<file path="src/sv/bba_pkg.sv">
`default_nettype none
package bba_pkg;
    localparam logic [1:0] ST_OK    = 2'd0;
    localparam logic [1:0] ST_BADLEN = 2'd1;
    localparam logic [1:0] ST_NOFIT = 2'd2;
    localparam logic KIND_ALLOC = 1'b0;
    localparam logic KIND_FREE  = 1'b1;

    typedef struct packed {
        logic start;
        logic kind;
    } t_cmd;

    typedef struct packed {
        logic done;
        logic idle;
    } t_sts;
endpackage
`default_nettype wire

</file>
<file path="src/sv/bba_if.sv">
`default_nettype none
interface bba_in_if;
    logic        valid;
    logic        ready;
    logic        kind;
    logic [15:0] request_length;
    logic [11:0] block_address;
    modport source(output valid, kind, request_length, block_address, input ready);
    modport sink(input valid, kind, request_length, block_address, output ready);
endinterface

interface bba_out_if;
    logic        valid;
    logic        ready;
    logic [1:0]  status;
    logic [11:0] data_address;
    logic [3:0]  granted_level;
    modport source(output valid, status, data_address, granted_level, input ready);
    modport sink(input valid, status, data_address, granted_level, output ready);
endinterface
`default_nettype wire

</file>
<file path="src/sv/bba_ctrl.sv">
`default_nettype none
module bba_ctrl
    import bba_pkg::*;
(
    input  wire  i_clk,
    input  wire  i_rst_n,
    bba_in_if.sink   in_ch,
    bba_out_if.source out_ch,
    input  t_sts i_sts,
    output t_cmd o_cmd
);
    localparam logic [1:0] S_IDLE = 2'd0;
    localparam logic [1:0] S_BUSY = 2'd1;
    localparam logic [1:0] S_OUT  = 2'd2;

    logic [1:0] r_state, n_state;

    // A new item enters when the machine is idle, no result waits and the
    // datapath has finished its clearing pass.
    assign in_ch.ready  = (r_state == S_IDLE) && i_sts.idle;
    assign out_ch.valid = (r_state == S_OUT);
    assign o_cmd        = t_cmd'{start: in_ch.valid && in_ch.ready, kind: in_ch.kind};

    always_comb begin
        n_state = r_state;
        case (r_state)
            S_IDLE: if (o_cmd.start) n_state = S_BUSY;
            S_BUSY: if (i_sts.done) n_state = S_OUT;
            S_OUT:  if (out_ch.ready) n_state = S_IDLE;
            default: n_state = S_IDLE;
        endcase
    end

    always_ff @(posedge i_clk) begin
        if (!i_rst_n) begin
            r_state <= S_IDLE;
        end else begin
            r_state <= n_state;
        end
    end
endmodule
`default_nettype wire

</file>
<file path="src/sv/bba_dp.sv">
`default_nettype none
module bba_dp
    import bba_pkg::*;
#(
    parameter int POOL_LEVEL = 12,
    parameter int MIN_BLOCK_LEVEL = 3,
    parameter int HEADER_BYTES = 4
) (
    input  wire         i_clk,
    input  wire         i_rst_n,
    input  t_cmd        i_cmd,
    input  wire  [15:0] i_len,
    input  wire  [11:0] i_addr,
    output t_sts        o_sts,
    output logic [1:0]  o_status,
    output logic [11:0] o_data_address,
    output logic [3:0]  o_granted_level
);
    localparam int NE = 1 << (POOL_LEVEL - MIN_BLOCK_LEVEL);
    localparam int SW = POOL_LEVEL - MIN_BLOCK_LEVEL;
    localparam int PW = POOL_LEVEL + 1;
    localparam logic [4:0] PL = 5'(POOL_LEVEL);
    localparam logic [4:0] ML = 5'(MIN_BLOCK_LEVEL);

    localparam logic [3:0] D_IDLE  = 4'd0;
    localparam logic [3:0] D_WREQ  = 4'd1;
    localparam logic [3:0] D_WCHK  = 4'd2;
    localparam logic [3:0] D_SPLIT = 4'd3;
    localparam logic [3:0] D_SPW   = 4'd4;
    localparam logic [3:0] D_FREQ  = 4'd5;
    localparam logic [3:0] D_FCHK  = 4'd6;
    localparam logic [3:0] D_MREQ  = 4'd7;
    localparam logic [3:0] D_MCHK  = 4'd8;
    localparam logic [3:0] D_DONE  = 4'd9;
    localparam logic [3:0] D_CLR   = 4'd10;

    // Header store: taken bit and level, one word per granule.
    logic [4:0] mem [NE];
    logic [4:0] r_rd;
    logic [SW-1:0] rd_a, wr_a;
    logic [4:0] wr_d;
    logic wr_en;

    always_ff @(posedge i_clk) begin
        if (wr_en) mem[wr_a] <= wr_d;
        r_rd <= mem[rd_a];
    end

    logic [3:0]  r_st;
    logic        r_kind;
    logic [4:0]  r_want, r_lv, r_blv;
    logic [PW-1:0] r_pos, r_bpos, r_head;
    logic        r_found;
    logic [1:0]  r_status;
    logic [SW:0] r_clr;

    logic [4:0] rd_lv;
    always_comb begin
        rd_lv = {1'b0, r_rd[3:0]};
        if (rd_lv < ML) rd_lv = ML;
        if (rd_lv > PL) rd_lv = PL;
    end
    wire rd_tk = r_rd[4];

    // Needed level of the request.
    logic [16:0] total;
    logic [4:0]  need;
    always_comb begin
        total = {1'b0, i_len} + 17'(HEADER_BYTES);
        need = 5'd17;
        for (int k = 16; k >= 0; k--) begin
            if ((17'd1 << k) >= total) need = 5'(k);
        end
        if (need < ML) need = ML;
    end

    wire [PW-1:0] step = PW'(1) << rd_lv;
    wire [PW-1:0] nxt  = r_pos + step;
    wire [PW-1:0] bud  = r_pos ^ (PW'(1) << r_lv);
    wire [PW-1:0] half = r_bpos | (PW'(1) << (r_blv - 5'd1));
    wire [PW-1:0] mpos = r_pos & ~((PW'(1) << (r_lv + 5'd1)) - PW'(1));

    always_comb begin
        rd_a  = r_pos[MIN_BLOCK_LEVEL +: SW];
        wr_en = 1'b0;
        wr_a  = r_pos[MIN_BLOCK_LEVEL +: SW];
        wr_d  = '0;
        case (r_st)
            D_MREQ: rd_a = bud[MIN_BLOCK_LEVEL +: SW];
            D_CLR: begin
                wr_en = 1'b1;
                wr_a  = r_clr[SW-1:0];
                wr_d  = (r_clr == '0) ? {1'b0, PL[3:0]} : 5'd0;
            end
            D_SPLIT: begin
                wr_en = 1'b1;
                wr_a  = half[MIN_BLOCK_LEVEL +: SW];
                wr_d  = {1'b0, 4'(r_blv - 5'd1)};
            end
            D_SPW: begin
                wr_en = 1'b1;
                wr_a  = r_bpos[MIN_BLOCK_LEVEL +: SW];
                wr_d  = (r_blv == r_want) ? {1'b1, r_blv[3:0]} : {1'b0, r_blv[3:0]};
            end
            D_FCHK: begin
                wr_en = (r_pos == r_head) && rd_tk;
                wr_d  = {1'b0, rd_lv[3:0]};
            end
            D_MCHK: begin
                wr_en = !rd_tk && (rd_lv == r_lv) && (r_lv < PL);
                wr_a  = mpos[MIN_BLOCK_LEVEL +: SW];
                wr_d  = {1'b0, 4'(r_lv + 5'd1)};
            end
            default: ;
        endcase
    end

    assign o_sts = t_sts'{done: (r_st == D_DONE), idle: (r_st == D_IDLE)};

    always_ff @(posedge i_clk) begin
        if (!i_rst_n) begin
            r_st  <= D_CLR;
            r_clr <= '0;
        end else begin
            case (r_st)
                D_CLR: begin
                    r_clr <= r_clr + 1'b1;
                    if (r_clr == (SW+1)'(NE - 1)) r_st <= D_IDLE;
                end
                D_IDLE: if (i_cmd.start) begin
                    r_kind   <= i_cmd.kind;
                    r_pos    <= '0;
                    r_found  <= 1'b0;
                    r_status <= ST_OK;
                    r_want   <= need;
                    r_blv    <= '0;
                    r_bpos   <= '0;
                    r_head   <= PW'({1'b0, i_addr} - 13'(HEADER_BYTES));
                    if (i_cmd.kind == KIND_FREE) begin
                        r_st <= (i_addr < 12'(HEADER_BYTES) ||
                                 (PW'({1'b0, i_addr} - 13'(HEADER_BYTES)) >>
                                  POOL_LEVEL) != '0) ? D_DONE : D_FREQ;
                    end else if (i_len == '0 || need > PL) begin
                        r_status <= ST_BADLEN;
                        r_st <= D_DONE;
                    end else begin
                        r_st <= D_WREQ;
                    end
                end
                D_WREQ: r_st <= D_WCHK;
                D_WCHK: begin
                    if (!rd_tk && rd_lv >= r_want && (!r_found || rd_lv < r_blv)) begin
                        r_found <= 1'b1;
                        r_bpos  <= r_pos;
                        r_blv   <= rd_lv;
                    end
                    r_pos <= nxt;
                    if (nxt[POOL_LEVEL]) begin
                        if (!r_found && !(!rd_tk && rd_lv >= r_want)) begin
                            r_status <= ST_NOFIT;
                            r_st <= D_DONE;
                        end else begin
                            r_st <= D_SPW;
                        end
                    end else begin
                        r_st <= D_WREQ;
                    end
                end
                D_SPW: begin
                    if (r_blv == r_want) r_st <= D_DONE;
                    else r_st <= D_SPLIT;
                end
                D_SPLIT: begin
                    r_blv <= r_blv - 5'd1;
                    r_st  <= D_SPW;
                end
                D_FREQ: r_st <= D_FCHK;
                D_FCHK: begin
                    if (r_pos == r_head || nxt > r_head) begin
                        r_lv  <= rd_lv;
                        r_st  <= (r_pos == r_head && rd_tk) ? D_MREQ : D_DONE;
                    end else begin
                        r_pos <= nxt;
                        r_st  <= D_FREQ;
                    end
                end
                D_MREQ: r_st <= (r_lv < PL) ? D_MCHK : D_DONE;
                D_MCHK: begin
                    if (wr_en) begin
                        r_pos <= mpos;
                        r_lv  <= r_lv + 5'd1;
                        r_st  <= D_MREQ;
                    end else begin
                        r_st <= D_DONE;
                    end
                end
                D_DONE: r_st <= D_IDLE;
                default: r_st <= D_IDLE;
            endcase
        end
    end

    // Result registers are loaded when an item completes and hold until the next one completes.
    always_ff @(posedge i_clk) begin
        if (r_st == D_DONE) begin
            o_status <= r_status;
            if (r_kind == KIND_ALLOC && r_status == ST_OK) begin
                o_data_address  <= 12'(r_bpos + PW'(HEADER_BYTES));
                o_granted_level <= r_blv[3:0];
            end else begin
                o_data_address  <= '0;
                o_granted_level <= '0;
            end
        end
    end
endmodule
`default_nettype wire

</file>
<file path="src/sv/buddy_block_allocator_top.sv">
`default_nettype none
// Channel   Dir  Payload
// in_ch     in   kind, request_length, block_address
// out_ch    out  status, data_address, granted_level
// One item at a time. An allocate walks the block headers and then splits
// the found block; a free walks the headers up to the freed block and then
// merges level by level, all through the single header memory.
// After reset a clearing pass over all 2^(POOL_LEVEL-MIN_BLOCK_LEVEL) headers (512)
// runs before the first item is taken. A stalled result holds the block.
module buddy_block_allocator_top
    import bba_pkg::*;
#(
    parameter int POOL_LEVEL = 12,
    parameter int MIN_BLOCK_LEVEL = 3,
    parameter int HEADER_BYTES = 4
) (
    input wire i_clk,
    input wire i_rst_n,
    bba_in_if.sink    in_ch,
    bba_out_if.source out_ch
);
    t_cmd cmd;
    t_sts sts;

    // The controller owns the handshakes; the datapath walks the headers.
    bba_ctrl u_ctrl (
        .i_clk(i_clk), .i_rst_n(i_rst_n),
        .in_ch(in_ch), .out_ch(out_ch),
        .i_sts(sts), .o_cmd(cmd)
    );

    bba_dp #(
        .POOL_LEVEL(POOL_LEVEL), .MIN_BLOCK_LEVEL(MIN_BLOCK_LEVEL),
        .HEADER_BYTES(HEADER_BYTES)
    ) u_dp (
        .i_clk(i_clk), .i_rst_n(i_rst_n),
        .i_cmd(cmd), .i_len(in_ch.request_length), .i_addr(in_ch.block_address),
        .o_sts(sts), .o_status(out_ch.status),
        .o_data_address(out_ch.data_address),
        .o_granted_level(out_ch.granted_level)
    );
endmodule
`default_nettype wire
</file>
<file path="src/flat_wrapper.sv">
// flat-port wrapper written by rule: the top's interface ports become plain ports
module buddy_block_allocator_top_flat import bba_pkg::*;
#(
    parameter int POOL_LEVEL = 12,
    parameter int MIN_BLOCK_LEVEL = 3,
    parameter int HEADER_BYTES = 4
)
  (i_clk, i_rst_n, in_ch_valid, in_ch_kind, in_ch_request_length, in_ch_block_address, in_ch_ready, out_ch_valid, out_ch_status, out_ch_data_address, out_ch_granted_level, out_ch_ready);
  bba_in_if in_ch_i ();
  bba_out_if out_ch_i ();
  input wire i_clk;
  input wire i_rst_n;
  input wire logic [$bits(in_ch_i.valid)-1:0] in_ch_valid;
  input wire logic [$bits(in_ch_i.kind)-1:0] in_ch_kind;
  input wire logic [$bits(in_ch_i.request_length)-1:0] in_ch_request_length;
  input wire logic [$bits(in_ch_i.block_address)-1:0] in_ch_block_address;
  output wire logic [$bits(in_ch_i.ready)-1:0] in_ch_ready;
  output wire logic [$bits(out_ch_i.valid)-1:0] out_ch_valid;
  output wire logic [$bits(out_ch_i.status)-1:0] out_ch_status;
  output wire logic [$bits(out_ch_i.data_address)-1:0] out_ch_data_address;
  output wire logic [$bits(out_ch_i.granted_level)-1:0] out_ch_granted_level;
  input wire logic [$bits(out_ch_i.ready)-1:0] out_ch_ready;
  assign in_ch_i.valid = in_ch_valid;
  assign in_ch_i.kind = in_ch_kind;
  assign in_ch_i.request_length = in_ch_request_length;
  assign in_ch_i.block_address = in_ch_block_address;
  assign in_ch_ready = in_ch_i.ready;
  assign out_ch_valid = out_ch_i.valid;
  assign out_ch_status = out_ch_i.status;
  assign out_ch_data_address = out_ch_i.data_address;
  assign out_ch_granted_level = out_ch_i.granted_level;
  assign out_ch_i.ready = out_ch_ready;
  buddy_block_allocator_top #(.POOL_LEVEL(POOL_LEVEL), .MIN_BLOCK_LEVEL(MIN_BLOCK_LEVEL), .HEADER_BYTES(HEADER_BYTES)) u_core (.i_clk(i_clk), .i_rst_n(i_rst_n), .in_ch(in_ch_i), .out_ch(out_ch_i));
endmodule
</file>
<file path="config.mk">
export PLATFORM = sky130hd
export DESIGN_NAME = buddy_block_allocator_top_flat
export DESIGN_NICKNAME = d
export VERILOG_FILES = /design/src/sv/bba_pkg.sv /design/src/sv/bba_if.sv /design/src/sv/bba_ctrl.sv /design/src/sv/bba_dp.sv /design/src/sv/buddy_block_allocator_top.sv /design/src/flat_wrapper.sv
export SDC_FILE = /design/constraint.sdc
export NUM_CORES = 2
export LEC_CHECK = 0
export BUFFER_PORTS_ARGS = -buffer_cell sky130_fd_sc_hd__buf_2
export CORE_MARGIN = 8
export CORE_UTILIZATION = 45
export DETAILED_ROUTE_END_ITERATION = 10
export SYNTH_ARGS = -nofsm -noshare
export SYNTH_HDL_FRONTEND = slang
export SYNTH_SLANG_ARGS = --single-unit
</file>
<file path="constraint.sdc">
create_clock -name i_clk -period 90.4 [get_ports i_clk]
set_input_delay 0 -clock i_clk [delete_from_list [all_inputs] [get_ports i_clk]]
set_output_delay 0 -clock i_clk [all_outputs]
set_load 0.02 [all_outputs]
</file>
==> impl_table.tex <==
\begin{tabular}{lr}
\hline
Metric & Value \\
\hline
\multicolumn{2}{l}{\textbf{Logic synthesis}} \\
\quad Top cells by area, synth & sky130\_fd\_sc\_hd\_\_edfxtp\_1 65\%, sky130\_fd\_sc\_hd\_\_nand2\_1 4.6\%, sky130\_fd\_sc\_hd\_\_a211oi\_1 3.9\% \\
\quad Synthesized area per cell & about 12 µm² \\
\quad Number of distinct library cells after synthesis & about 110 \\
\quad Flop and latch count out of synthesis & 2,656 \\
\quad Syn Inst Count & roughly 10,000 \\
\quad Ys async rst share & 0\% \\
\quad Sequential area share after synthesis & about 66\% \\
\quad Area leader, netlist & sky130\_fd\_sc\_hd\_\_edfxtp\_1 \\
\quad Share of Yosys cell area claimed by the top area cell type & around 65\% \\
\quad Yosys warning total & 0 \\
\quad Main flop type after synthesis & sky130\_fd\_sc\_hd\_\_edfxtp\_1 \\
\quad Most frequent cells after synthesis & 2,635 x sky130\_fd\_sc\_hd\_\_edfxtp\_1, 1,495 x sky130\_fd\_sc\_hd\_\_nand2\_1, 625 x sky130\_fd\_sc\_hd\_\_a211oi\_1, 576 x sky130\_fd\_sc\_hd\_\_nor2\_1, 536 x sky130\_fd\_sc\_hd\_\_nand2b\_1 \\
\quad Cell area after technology mapping & roughly 120,000 µm² \\
\quad Number of enable flip-flop cells after synthesis & 2,635 \\
\quad Most numerous cell in the Yosys netlist & sky130\_fd\_sc\_hd\_\_edfxtp\_1 \\
\multicolumn{2}{l}{\textbf{Setup path}} \\
\quad Kind of start point of the critical path & register \\
\quad Worst path arrival time & 8.54 ns \\
\quad Stage delay of the slowest cell on the critical path & 0.89 ns \\
\quad Number of buffers and inverters on the critical path & 6 \\
\quad CP delay by family, top & buffers and inverters \\
\quad Critical path endpoint category & register \\
\quad Type of the setup path with the least slack & register to register \\
\quad Data required time at the worst endpoint & about 91 ns \\
\quad Worst-path fanout max & $\sim$130 \\
\quad Slowest cell on the critical path & sky130\_fd\_sc\_hd\_\_dfxtp\_1 \\
\quad Crit path top cell by count & sky130\_fd\_sc\_hd\_\_buf\_4 \\
\quad Chain of cells forming the critical path & and4b\_4 > buf\_4 > buf\_4 > buf\_4 > a21boi\_4 > nor2\_4 > buf\_12 > buf\_12 > buf\_4 > nand2\_1 > a311oi\_1 > a31oi\_1 > a31oi\_1 > a31oi\_1 > nand4\_1 \\
\multicolumn{2}{l}{\textbf{Timing}} \\
\quad Final Setup Violations & 0 \\
\quad Number of pins with negative max-slew slack in the final report & 0 \\
\quad Final Hold Violating Endpoints & 0 \\
\quad Crit share post-route & roughly 8.6\% \\
\quad Least-Margin Pin Slew & 1.39 ns \\
\quad Relative slew margins & 5.99\% \\
\quad Minimum period implied by the final worst setup slack & just under 8 ns \\
\quad Clock tree skew after final layout & just under 0.09 ns \\
\quad Achievable clock frequency & between 100 and 150 MHz \\
\quad Total negative slack for setup checks & 0 ns \\
\quad Setup repair after global routing missed its margin & no \\
\multicolumn{2}{l}{\textbf{Route}} \\
\quad Initial drt markers & 12,300 \\
\quad Topmost layer with routed signal wires & met5 \\
\quad Number of optimization iterations in the first detailed-route pass & 7 \\
\quad DRC violation count after routing & 0 \\
\quad Met2 WL & 181 mm \\
\quad Met1 layer wirelength in the final routing & 158 mm \\
\quad Antenna-violating nets left & 0 \\
\quad Vias post-DR & roughly 90,000 \\
\quad Avg WL per Cell & around 30 µm \\
\quad Wire length after detailed routing & 403 mm \\
\quad Via density & 6.52 \\
\quad Met3 wire len & between 40 and 50 mm \\
\multicolumn{2}{l}{\textbf{Floorplanning}} \\
\quad Starting density of the core & 45.2\% \\
\quad Die outline area & roughly 290,000 µm² \\
\quad Die width & $\sim$530 µm \\
\quad Floorplan die height & around 530 µm \\
\quad Row count & 190 \\
\quad I/O pin count & 53 \\
\quad Core area & approximately 270,000 µm² \\
\multicolumn{2}{l}{\textbf{GRT}} \\
\quad Number of global-route vias before repair & 84,000 \\
\quad Number of antenna violations at the first check in global routing & 29 \\
\quad First-pass GRT wire length & about 580 mm \\
\quad Grt total ovfl & 0 \\
\quad Maximum number of pins on one net before global-route repair & 245 \\
\quad Overall track demand over capacity in global routing & 27.1\% \\
\multicolumn{2}{l}{\textbf{Layout}} \\
\quad Area grow syn2layout & 10.5\% \\
\quad Fraction of layout instances using a drive strength above 1 & $\sim$8.0\% \\
\quad Post-route cell area & between 100,000 and 150,000 µm² \\
\quad Final layout net count & around 9,800 \\
\multicolumn{2}{l}{\textbf{Clock network}} \\
\quad Post-CTS Resized & 0 \\
\quad Root Buffer Master & sky130\_fd\_sc\_hd\_\_clkbuf\_16 \\
\quad Clock Sinks & about 2,700 \\
\quad Clock Path Buffers & 4 \\
\quad Clock-pin slew of the registers on the worst-case setup and hold paths & about 0.060 ns \\
\quad TritonCTS Buffers & just under 300 \\
\quad Later-pin clock latency in the skew report & between 0.9 and 1 ns \\
\quad \# H-tree levels & 5 \\
\quad CTS tree & built \\
\multicolumn{2}{l}{\textbf{Power}} \\
\quad Power per unit of standard cell area & roughly 19 nW/µm² \\
\quad Final total power & 0.00257 W \\
\quad Pleak & between 40 and 50 nW \\
\quad Peak supply drop & between 0.000015 and 0.00002 V \\
\multicolumn{2}{l}{\textbf{Placed design}} \\
\quad Number of port buffers & 52 \\
\quad Gpl congestion & about 0.9 \\
\quad Hpwl dp & about 240 mm \\
\quad Instance area after placement & 124,000 µm² \\
\multicolumn{2}{l}{\textbf{Run}} \\
\quad Max-capacitance violation count & 0 \\
\multicolumn{2}{l}{\textbf{Min path}} \\
\quad Worst hold path class & primary input to register \\
\multicolumn{2}{l}{\textbf{Outcome}} \\
\quad Status & finished, final reports clean \\
\hline
\end{tabular}
-- per-layer routing --
metal,GRT usage [%],up-vias
li1,-,37600
met1,36.5,44000
met2,42.1,5184
met3,5.75,938
met4,12.4,6
met5,0,-
-- cell usage in the layout, fill, tap and decap left out, drive strengths merged, types with 42 or more instances in the layout --
master,n
edfxtp,2635
nand2,1498
a211oi,628
nor2,579
nand2b,536
clkbuf,370
nand3,367
and3,360
o21ai,275
a22oi,264
buf,251
a31oi,230
nor4,213
a21oi,164
a311oi,121
nor3,119
mux2i,99
clkinv,96
o22ai,65
inv,65
a32oi,61
nand4,59
a2111oi,55
ha,54
dlygate4sd3,52
a31o,44
and2,43
xnor2,42
-- where the power goes --
part | switching, W | internal [W]
Combinational | 0.0000382 | 0.00000638
Sequential | 0.000000394 | 0.00136
Clock | 0.000488 | 0.000678
-- what timing repair did --
item	4_1_cts	5_1_grt
endpoints found under the hold margin	78	0
hold buffers	52	0
setup endpoints to repair	0	0
buffers inserted	0	0
-- sequential cells by signal, indices dropped and copies added, names as in the netlist, 4 cells and up --
name                         flops
u_core.u_dp.r_rd                 5
u_core.u_dp.o_granted_level      4
u_core.u_dp.r_clr               10
u_core.u_dp.r_head              13
u_core.u_dp.mem               2560
u_core.u_dp.r_want               5
u_core.u_dp.r_lv                 5
u_core.u_dp.r_bpos              12
u_core.u_dp.r_blv                5
u_core.u_dp.r_st                 4
u_core.u_dp.r_pos               13
u_core.u_dp.o_data_address      12
-- cell families after synthesis --
family	Yosys count	synth area share [%]
flops	2656	65.8
fa+ha+maj	57	0.592
buf+inv	943	3.40
mux	104	0.894
compound gates	2205	13.1
other cells	1	0.00310
simple gates	3910	15.7
xor+xnor	78	0.565
-- worst reg2reg max path, cell delays in order (launching register included) --
cell,delay [ns]
sky130_fd_sc_hd__dfxtp_1,0.89
sky130_fd_sc_hd__and4b_4,0.37
sky130_fd_sc_hd__buf_4,0.66
sky130_fd_sc_hd__buf_4,0.85
sky130_fd_sc_hd__buf_4,0.78
sky130_fd_sc_hd__a21boi_4,0.18
sky130_fd_sc_hd__nor2_4,0.37
sky130_fd_sc_hd__buf_12,0.58
sky130_fd_sc_hd__buf_12,0.57
sky130_fd_sc_hd__buf_4,0.81
sky130_fd_sc_hd__nand2_1,0.15
sky130_fd_sc_hd__a311oi_1,0.28
sky130_fd_sc_hd__a31oi_1,0.13
sky130_fd_sc_hd__a31oi_1,0.62
sky130_fd_sc_hd__a31oi_1,0.27
sky130_fd_sc_hd__nand4_1,0.20
-- metrics by stage --
| stage | hold WS, ns | cells | setup slack [ns] | util [%] |
|---|---|---|---|---|
| 2_1_floorplan | 0.0989 | 9957 | 57.31 | - |
| 3_3_place_gp | 0.209 | 12900 | 82.93 | 46.3 |
| 3_5_place_dp | 0.207 | 12900 | 82.81 | 46.3 |
| 4_1_cts | 0.0275 | 13400 | 82.82 | 49.9 |
| 5_1_grt | 0.0656 | 13400 | 82.46 | 49.9 |
| 6_report | 0.0799 | 13400 | 82.67 | 49.9 |
-- worst paths after layout --
check        slack (ns)  cells after the start                             startpoint                                end
max reg2reg       82.67                     15       u_core.u_dp.r_st[0]$_SDFFE_PN0P_        u_core.u_dp.r_rd[4]$_DFF_P_
min reg2reg        0.47                      0  u_core.u_dp.r_status[0]$_SDFFCE_PP0P_  u_core.u_dp.o_status[0]$_DFFE_PP_
min                0.08                      3                in_ch_block_address[11]   u_core.u_dp.r_head[11]$_DFFE_PP_
max               82.67                     15       u_core.u_dp.r_st[0]$_SDFFE_PN0P_        u_core.u_dp.r_rd[4]$_DFF_P_
-- cell type report --
class	instances	area, µm²
fill	23300	134000
sequential	2656	79500
tap	3552	4440
clock buffer	370	7790
antenna	13	32.5
multi-input combinational	6358	37800
inverter	56	210
timing repair buffer	303	2520
clock inverter	136	1340
(Power assumes the default switching activity.)
